## config.mk

```make
export PLATFORM = sky130hd
export DESIGN_NAME = fixed_block_free_list_allocator
export DESIGN_NICKNAME = d
export VERILOG_FILES = /design/src/rtl/fbfla_pkg.sv /design/src/rtl/fbfla_offset.sv /design/src/rtl/fixed_block_free_list_allocator.sv
export SDC_FILE = /design/constraint.sdc
export NUM_CORES = 2
export LEC_CHECK = 0
export BUFFER_PORTS_ARGS = -buffer_cell sky130_fd_sc_hd__buf_2
export CAP_MARGIN = 15
export CORE_MARGIN = 2
export CORE_UTILIZATION = 25
export CTS_CLUSTER_DIAMETER = 200
export DETAILED_ROUTE_END_ITERATION = 10
export PLACE_DENSITY = 0.37
export SYNTH_ARGS = -nofsm -noshare
export SYNTH_HDL_FRONTEND = slang
export SYNTH_HIERARCHICAL = 1
export SYNTH_SLANG_ARGS = --single-unit
```

## constraint.sdc

```tcl
create_clock -name clk -period 15.2 [get_ports clk]
set_input_delay 1.52 -clock clk [delete_from_list [all_inputs] [get_ports clk]]
set_output_delay 1.52 -clock clk [all_outputs]
set_load 0.01 [all_outputs]
```

## src/rtl/fbfla_pkg.sv

```systemverilog
// Shared types and constants for the fixed-block free-list allocator.
// No dependencies; imported by fbfla_offset and fixed_block_free_list_allocator.
`default_nettype none

package fbfla_pkg;

	localparam int MAX_BLOCKS  = 256;
	localparam int HANDLE_W    = 8;
	localparam int COUNT_W     = 9;
	localparam int WORD_BYTES  = 8;
	localparam int WORD_SHIFT  = 3;
	localparam int PAYLOAD_W   = 13;
	localparam int STRIDE_W    = 14;
	localparam int OFFSET_W    = 20;
	localparam int STATUS_W    = 2;
	localparam int CFG_INDEX_W = 1;

	// control area (two words) plus the block's own header word
	localparam int PAYLOAD_BASE = 3 * WORD_BYTES;

	// output tdata: handle_out, payload_offset, free_blocks, padded to bytes
	localparam int M_TDATA_FIELDS_W = HANDLE_W + OFFSET_W + COUNT_W;
	localparam int M_TDATA_W        = ((M_TDATA_FIELDS_W + 7) / 8) * 8;

	localparam logic [PAYLOAD_W-1:0] PAYLOAD_RESET    = PAYLOAD_W'(8);
	localparam logic [COUNT_W-1:0]   BLOCKS_RESET     = COUNT_W'(MAX_BLOCKS);

	typedef enum logic {
		CMD_ALLOC = 1'b0,
		CMD_FREE  = 1'b1
	} cmd_t;

	typedef enum logic [STATUS_W-1:0] {
		ST_OK       = 2'd0,
		ST_EMPTY    = 2'd1,
		ST_BAD_FREE = 2'd2
	} status_t;

	typedef enum logic [CFG_INDEX_W-1:0] {
		REG_PAYLOAD_BYTES = 1'b0,
		REG_BLOCKS_IN_USE = 1'b1
	} cfg_reg_t;

endpackage

`default_nettype wire

```

## src/rtl/fbfla_offset.sv

```systemverilog
// Payload byte offset of a block: PAYLOAD_BASE + handle * stride, wrapped to 20 bits.
// Depends on fbfla_pkg.
`default_nettype none

module fbfla_offset (
	input  wire logic [fbfla_pkg::HANDLE_W-1:0] handle,
	input  wire logic [fbfla_pkg::STRIDE_W-1:0] stride,
	output logic [fbfla_pkg::OFFSET_W-1:0]      offset
);
	import fbfla_pkg::*;

	logic [HANDLE_W+STRIDE_W-1:0] product;

	always_comb begin
		product = (HANDLE_W+STRIDE_W)'(handle) * (HANDLE_W+STRIDE_W)'(stride);
		offset  = product[OFFSET_W-1:0] + OFFSET_W'(PAYLOAD_BASE);
	end

endmodule

`default_nettype wire

```

## src/rtl/fixed_block_free_list_allocator.sv

```systemverilog
// Top level of the fixed-block free-list allocator: list state, link memory, result register.
// Depends on fbfla_pkg and fbfla_offset.
//
// Usage:
//   Requests enter on the s_axis channel: tuser[0] is the command (0 allocate,
//   1 free), tdata[7:0] the handle to free. Every request gives exactly one result
//   on m_axis: tuser[1:0] status (0 ok, 1 pool empty, 2 bad free), tdata holds
//   handle_out, payload_offset and the free block count after the request.
//   Handles are granted LIFO: freed blocks first, most recent on top, then blocks
//   never yet granted in ascending order starting from 0.
//   The result is registered at the edge that takes the request. Throughput is
//   one request per cycle while the receiver takes results; the successor of the
//   list head is kept in a register refilled from the link memory's registered
//   read port, so back-to-back pops do not stall.
//   If the receiver stalls, the result register holds and s_axis_tready drops
//   until the held result is taken; a new request is taken in the same cycle the
//   held result leaves.
//   The cfg channel (always ready) writes payload_bytes (index 0) or
//   blocks_in_use (index 1); any write re-initializes the pool. Write only while
//   idle. Reset gives payload_bytes 8, 256 blocks, all free; no clearing pass.
`default_nettype none

module fixed_block_free_list_allocator (
	input  wire logic                                 clk,
	input  wire logic                                 arst_n,
	// request channel
	input  wire logic                                 s_axis_tvalid,
	output logic                                      s_axis_tready,
	input  wire logic [fbfla_pkg::HANDLE_W-1:0]       s_axis_tdata,  // [7:0] block_handle
	input  wire logic [0:0]                           s_axis_tuser,  // [0] command
	// result channel
	output logic                                      m_axis_tvalid,
	input  wire logic                                 m_axis_tready,
	// [7:0] handle_out, [27:8] payload_offset, [36:28] free_blocks, [39:37] zero
	output logic [fbfla_pkg::M_TDATA_W-1:0]           m_axis_tdata,
	output logic [fbfla_pkg::STATUS_W-1:0]            m_axis_tuser,  // [1:0] status
	// configuration write channel
	input  wire logic                                 cfg_valid,
	output logic                                      cfg_ready,
	input  wire logic [fbfla_pkg::CFG_INDEX_W-1:0]    cfg_index,
	input  wire logic [fbfla_pkg::PAYLOAD_W-1:0]      cfg_data
);
	import fbfla_pkg::*;

	function automatic logic [STRIDE_W-1:0] stride_of(input logic [PAYLOAD_W-1:0] pbytes);
		logic [STRIDE_W-1:0] raw;
		raw = STRIDE_W'(pbytes) + STRIDE_W'(2 * WORD_BYTES - 1);
		return {raw[STRIDE_W-1:WORD_SHIFT], WORD_SHIFT'(0)};
	endfunction

	// configuration and pool state
	logic [STRIDE_W-1:0]   stride_q;
	logic [COUNT_W-1:0]    nblk_q;
	logic [HANDLE_W-1:0]   list_head_q;
	logic [HANDLE_W-1:0]   head_link_q;   // link_mem[list_head_q], valid when list nonempty
	logic [COUNT_W-1:0]    untouched_q;
	logic [COUNT_W-1:0]    free_cnt_q;
	logic [MAX_BLOCKS-1:0] taken_q;
	logic [HANDLE_W-1:0]   link_mem [MAX_BLOCKS];

	// result register
	logic                  out_valid_q;
	logic [STATUS_W-1:0]   out_status_q;
	logic [HANDLE_W-1:0]   out_handle_q;
	logic [OFFSET_W-1:0]   out_offset_q;
	logic [COUNT_W-1:0]    out_free_q;

	logic                  accept;
	logic                  cfg_write;
	cmd_t                  cmd;
	logic [HANDLE_W-1:0]   req_handle;
	logic [COUNT_W-1:0]    fresh_cnt;
	logic                  linked_avail;
	logic                  pool_empty;
	logic                  bad_free;
	logic                  pop;
	logic                  take_fresh;
	logic                  free_ok;
	logic [HANDLE_W-1:0]   alloc_handle;
	logic [HANDLE_W-1:0]   sel_handle;
	logic [OFFSET_W-1:0]   sel_offset;
	logic [COUNT_W-1:0]    cfg_nblk;
	status_t               res_status;
	logic [HANDLE_W-1:0]   res_handle;
	logic [OFFSET_W-1:0]   res_offset;
	logic [COUNT_W-1:0]    res_free;

	assign cfg_ready     = 1'b1;
	assign cfg_write     = cfg_valid && cfg_ready;
	assign s_axis_tready = !out_valid_q || m_axis_tready;
	assign accept        = s_axis_tvalid && s_axis_tready;

	assign cmd        = cmd_t'(s_axis_tuser[0]);
	assign req_handle = s_axis_tdata;

	assign cfg_nblk = (cfg_data[COUNT_W-1:0] > COUNT_W'(MAX_BLOCKS)) ?
		COUNT_W'(MAX_BLOCKS) : cfg_data[COUNT_W-1:0];

	fbfla_offset u_offset (
		.handle (sel_handle),
		.stride (stride_q),
		.offset (sel_offset)
	);

	always_comb begin
		// blocks from the untouched mark upward are free but not on the linked stack
		fresh_cnt    = nblk_q - untouched_q;
		linked_avail = free_cnt_q > fresh_cnt;
		pool_empty   = free_cnt_q == '0;
		alloc_handle = linked_avail ? list_head_q : untouched_q[HANDLE_W-1:0];
		bad_free     = ({1'b0, req_handle} >= nblk_q) || !taken_q[req_handle];
		sel_handle   = (cmd == CMD_ALLOC) ? alloc_handle : req_handle;

		pop        = 1'b0;
		take_fresh = 1'b0;
		free_ok    = 1'b0;
		res_status = ST_OK;
		res_handle = sel_handle;
		res_offset = sel_offset;
		res_free   = free_cnt_q;

		unique case (cmd)
			CMD_ALLOC: begin
				if (pool_empty) begin
					res_status = ST_EMPTY;
					res_handle = '0;
					res_offset = '0;
				end else begin
					pop        = accept && linked_avail;
					take_fresh = accept && !linked_avail;
					res_free   = free_cnt_q - COUNT_W'(1);
				end
			end
			CMD_FREE: begin
				if (bad_free) begin
					res_status = ST_BAD_FREE;
					res_offset = '0;
				end else begin
					free_ok  = accept;
					res_free = free_cnt_q + COUNT_W'(1);
				end
			end
			default: begin
				res_status = ST_OK;
			end
		endcase
	end

	// pool state
	always_ff @(posedge clk or negedge arst_n) begin
		if (!arst_n) begin
			stride_q    <= stride_of(PAYLOAD_RESET);
			nblk_q      <= BLOCKS_RESET;
			list_head_q <= '0;
			untouched_q <= '0;
			free_cnt_q  <= BLOCKS_RESET;
			taken_q     <= '0;
		end else if (cfg_write) begin
			list_head_q <= '0;
			untouched_q <= '0;
			taken_q     <= '0;
			unique case (cfg_reg_t'(cfg_index))
				REG_PAYLOAD_BYTES: begin
					stride_q   <= stride_of(cfg_data);
					free_cnt_q <= nblk_q;
				end
				REG_BLOCKS_IN_USE: begin
					nblk_q     <= cfg_nblk;
					free_cnt_q <= cfg_nblk;
				end
				default: begin
					free_cnt_q <= nblk_q;
				end
			endcase
		end else begin
			if (pop || take_fresh || free_ok) begin
				free_cnt_q <= res_free;
			end
			if (pop) begin
				list_head_q <= head_link_q;
			end else if (free_ok) begin
				list_head_q <= req_handle;
			end
			if (take_fresh) begin
				untouched_q <= untouched_q + COUNT_W'(1);
			end
			if (pop || take_fresh) begin
				taken_q[alloc_handle] <= 1'b1;
			end else if (free_ok) begin
				taken_q[req_handle] <= 1'b0;
			end
		end
	end

	// link memory: one write port, one registered read port feeding head_link_q.
	// On a push the new head's link is the old head, so no read is needed.
	always_ff @(posedge clk) begin
		if (free_ok && !cfg_write) begin
			link_mem[req_handle] <= list_head_q;
		end
	end

	always_ff @(posedge clk) begin
		if (pop && !cfg_write) begin
			head_link_q <= link_mem[head_link_q];
		end else if (free_ok && !cfg_write) begin
			head_link_q <= list_head_q;
		end
	end

	// result register
	always_ff @(posedge clk or negedge arst_n) begin
		if (!arst_n) begin
			out_valid_q <= 1'b0;
		end else if (accept) begin
			out_valid_q <= 1'b1;
		end else if (m_axis_tready) begin
			out_valid_q <= 1'b0;
		end
	end

	always_ff @(posedge clk) begin
		if (accept) begin
			out_status_q <= res_status;
			out_handle_q <= res_handle;
			out_offset_q <= res_offset;
			out_free_q   <= res_free;
		end
	end

	assign m_axis_tvalid = out_valid_q;
	assign m_axis_tuser  = out_status_q;
	assign m_axis_tdata  = {(M_TDATA_W - M_TDATA_FIELDS_W)'(0), out_free_q, out_offset_q,
		out_handle_q};

	// every block is either taken or counted free
	a_count_consistent: assert property (@(posedge clk) disable iff (!arst_n)
		$countones(taken_q) + int'(free_cnt_q) == int'(nblk_q))
		else $error("taken flags and free counter disagree");

	a_untouched_range: assert property (@(posedge clk) disable iff (!arst_n)
		untouched_q <= nblk_q)
		else $error("untouched mark beyond pool size");

	a_empty_result: assert property (@(posedge clk) disable iff (!arst_n)
		out_valid_q && out_status_q == ST_EMPTY |->
			out_handle_q == '0 && out_offset_q == '0 && out_free_q == '0)
		else $error("pool-empty result carries a block");

	a_pop_granted: assert property (@(posedge clk) disable iff (!arst_n)
		pop && !cfg_write |=> taken_q[$past(list_head_q)])
		else $error("popped block not marked taken");

endmodule

`default_nettype wire
```

==> summary.md <==
### Global route
• **global-route wire length before repair** 468600 µm
• **maximum number of pins on one net before global-route repair** 197
• **GRT Overall Usage** 15.62%
• **global route overflow** 0
• **number of global-route vias before repair** 58.36k
• **number of antenna violations at the first check in global routing** 24

### Worst setup path
• **end point of the critical path** out_offset_q[16]
• **reg-to-reg setup timing slack** 6.44 ns
• **cell class contributing the biggest share of worst-path delay** adder cells
• **critical path fanouts, max** 14
• **startpoint type of the worst setup path** flip-flop
• **worst setup path startpoint** untouched_q[0]
• **stage delay of the slowest cell on the critical path** 0.96 ns
• **Crit-path slowest cell** sky130_fd_sc_hd__o21ai_0
• **launching point of the worst reg2reg path** untouched_q[0]
• **cell count of the worst reg-to-reg path** 33
• **endpoint kind of the worst setup timing path** flip-flop
• **count of cell instances traversed by the critical path** 33
• **Setup CP Type** reg2reg
• **Reg2Reg Capture Point** out_offset_q[16]
• **worst path bufs/invs** 5
• **data required time of the critical path** 15.94 ns
• **arrival time reported for the critical path endpoint** 9.50 ns

### Timing
• **final clock period utilization by the worst path** 57.66%
• **Hold Vio Cnt, Final** 0
• **transition at the pin with the smallest max-transition slack** 1.352 ns
• **endpoints failing setup** 0
• **maximum achievable frequency** 0.1141 GHz
• **final setup TNS** 0 ns
• **post-route clock skew** 0.05006 ns
• **setup repair after global routing missed its margin** no
• **shortest period the worst path allows** 8.764 ns
• **Relative slew margins** 9.850%
• **final-report max-slew violation count** 0

### Routing
• **Iteration-0 DRC Markers** 4886
• **ratio of routed vias to standard cells** 4.825
• **total via count in the routed design** 56.07k
• **Remaining DRCs** 0
• **drt pass-1 iters** 6
• **Final Routed Wirelength** 330500 µm
• **antenna viol nets, final** 0
• **routed wire length per instance** 28.44 µm

### Finish
• **Layout fillers** 40.32k
• **area of the multi-input gates** 29760 µm²
• **area taken by flip-flops and latches** 70700 µm²
• **number of nets in the layout** 6114
• **layout cells sized above 1** 25.28%
• **Final Util** 29.23%
• **synth-to-layout area growth** 16.51%

### Job
• **max cap viols** 0

### Yosys
• **post-synthesis register bit count** 2406
• **number of standard cells after synthesis** 5677
• **area fraction in and, or, nand and nor cells after synthesis** 4.664%
• **total standard cell area after synthesis** 102800 µm²
• **post-synthesis mux area share** 16.12%
• **Compound-Gate Fraction of Synth Area** 5.184%
• **area share of xor/xnor cells in the synthesized design** 0.4091%
• **Post-Synthesis Mean Instance Area** 18.10 µm²
• **Main synth FF type** sky130_fd_sc_hd__edfxtp_1
• **Synth Area in Adders** 2.301%
• **Yosys Warn Count** 6
• **number of enable-type register cells in the synthesized netlist** 2095
• **count of cell types in the netlist** 86
• **Async SR Flop Fraction** 12.59%
• **Seq/Total Area, Yosys** 68.75%
• **largest family of logic cells by synthesized area** multiplexers

### CTS
• **clock tree from TritonCTS** done
• **count of hold-fix buffers inserted at cts** 0
• **Clock Path Buffers** 4
• **number of gates given a new drive strength after cts** 0
• **Clk Tree Root Cell** sky130_fd_sc_hd__clkbuf_16
• **Clock Latency Late Sink** 0.91 ns
• **number of buffers added by the clock tree synthesis step** 289
• **H-tree depth** 5
• **clock input transition at the sequential cells of the worst setup and hold paths** 0.06 ns
• **number of sinks on the clock net** 2406
• **Post-CTS Repair Setup Buffers** 0

### Worst hold path
• **type of the most critical hold path** reg2reg

### Power and ir drop
• **leakage component of the power** 39.83 nW
• **power per cell area** 134.6 nW/µm²
• **Final Power** 0.01611 W
• **Worst VDD drop** 0.07266 mV

### Floorplanning
• **Initial Util** 25.09%
• **Top-Level Pins** 73
• **area inside the core boundary** 409600 µm²
• **Die Ht** 645.2 µm
• **Site Rows** 235
• **DIE WIDTH** 645.2 µm
• **DIE AREA** 416200 µm²

### Place
• **final RePlAce weighted congestion** 0.7756
• **total half-perimeter wirelength after legalization and detailed placement** 200500 µm
• **IO Port Bufs** 68

### Run status
• **outcome** completed

-- area by class of cell --
cell class | instances | share of cell area, %
Inverter | 203 | 0.6405
Antenna cell | 4 | 0.008359
Clock buffer | 362 | 6.493
Tap cell | 5451 | 5.696
Timing Repair Buffer | 381 | 2.343
Clock inverter | 151 | 0.9206
Multi-Input combinational cell | 2661 | 24.85
Sequential cell | 2406 | 59.05
-- how the worst min path moves through the flow --
stage / startpoint / endpoint / slack [ns] / depth (start not counted)
after CTS: taken_q[173] / taken_q[173] / 0.52 / 1
after global placement: taken_q[180] / taken_q[180] / 0.50 / 1
final: taken_q[173] / taken_q[173] / 0.52 / 1
after floorplan: nblk_q[2] / nblk_q[2] / 0.48 / 1
after global routing: taken_q[95] / taken_q[95] / 0.54 / 1
after detailed placement: taken_q[173] / taken_q[173] / 0.51 / 1
-- metal layers --
layer	vias to the layer above	global-route usage (%)	share of wire (%)
met2	1379	25.27	47
met1	30569	22.27	46
li1	23692	-	-
met4	0	3.686	2.4
met3	427	2.007	4.1
met5	-	0	0
-- stage by stage --
stage,std cells,setup slack [ns],instance area (µm²),hold WS [ns]
global placement,11094,6.062,110800,0.4994
detailed placement,11095,6.024,110800,0.5092
CTS,11608,5.997,119600,0.5219
finish,11619,6.436,119700,0.5170
floorplan,5703,7.142,102900,0.4787
global route,11616,5.843,119700,0.5390
-- layout by cell type, fill, tap and decap left out, drive strengths merged, types with 33 or more instances in the layout --
master and instances:
edfxtp 2095, mux4 697, buf 380, clkbuf 363, dfrtp 300, nand2 215, inv 210, nor2 193
o21ai 181, nor3 175, o311ai 142, clkinv 124, and2 103, mux2i 85, a32o 77, fa 75
nand4 73, ha 69, a22oi 52, nand3 52, a21oi 52, o32ai 47, nor4 41, nor2b 36
xnor2 33
-- synthesized netlist by cell type (8+ instances only) --
cell type                  number  area [µm²]
sky130_fd_sc_hd__and2_1       102       638.1
sky130_fd_sc_hd__edfxtp_1    2095       62910
sky130_fd_sc_hd__o21ai_1      129       645.6
sky130_fd_sc_hd__inv_1        200       750.7
sky130_fd_sc_hd__o32ai_1       47       411.6
sky130_fd_sc_hd__and3_1        20       125.1
sky130_fd_sc_hd__a22oi_1       52       390.4
sky130_fd_sc_hd__clkbuf_1     274        1028
sky130_fd_sc_hd__mux4_2       697       15700
sky130_fd_sc_hd__nor2b_1       36       225.2
sky130_fd_sc_hd__dfxtp_1        8       160.2
sky130_fd_sc_hd__nor4_1        41       256.5
sky130_fd_sc_hd__nor2_1       193       724.4
sky130_fd_sc_hd__o311ai_0     128        1121
sky130_fd_sc_hd__or3_1         20       125.1
sky130_fd_sc_hd__o21ai_0       49       245.2
sky130_fd_sc_hd__a32o_1        77       770.7
sky130_fd_sc_hd__mux2i_1       85       850.8
sky130_fd_sc_hd__buf_4         17       127.6
sky130_fd_sc_hd__xnor2_1       33       289.0
sky130_fd_sc_hd__xor2_1        15       131.4
sky130_fd_sc_hd__fa_1          75        1501
sky130_fd_sc_hd__ha_1          69       863.3
sky130_fd_sc_hd__buf_6         13       146.4
sky130_fd_sc_hd__o311ai_2       9       146.4
sky130_fd_sc_hd__nor3_1       168       840.8
sky130_fd_sc_hd__nand3_1       50       250.2
sky130_fd_sc_hd__dfrtp_1      300        7507
sky130_fd_sc_hd__o211ai_1      23       172.7
sky130_fd_sc_hd__nand2_1      212       795.8
sky130_fd_sc_hd__nand2b_1      16       100.1
sky130_fd_sc_hd__a21oi_1       49       245.2
sky130_fd_sc_hd__o31ai_1       16       120.1
sky130_fd_sc_hd__o21a_1         9       67.56
sky130_fd_sc_hd__nand4_1       73       456.7
sky130_fd_sc_hd__buf_1         73       274.0
sky130_fd_sc_hd__a21o_1        16       120.1
sky130_fd_sc_hd__buf_2         55       275.3
-- power by group --
group,switching [W],internal [W]
Sequential,0.000124,0.00741
Clock,0.00278,0.00385
Combinational,0.00127,0.000682
Total,0.00418,0.0119
-- sequential cells by signal, summed over array words and instances (netlist names), named ones only --
name,flops
free_cnt_q,9
head_link_q,8
link_mem,2048
list_head_q,8
m_axis_tuser,2
m_axis_tvalid,1
nblk_q,9
out_free_q,9
out_handle_q,8
out_offset_q,20
stride_q,11
taken_q,256
untouched_q,9
-- cells by family after synthesis --
| family | count (synthesis) |
|---|---|
| AOI/OAI and AO/OA | 694 |
| xor gates and xnor gates | 48 |
| muxes | 784 |
| adders and majority gates | 144 |
| DFF | 2406 |
| and+or+nand+nor | 963 |
| other | 2 |
| buffers and inverters | 636 |
Note: power is estimated with default switching activity, not from simulation.
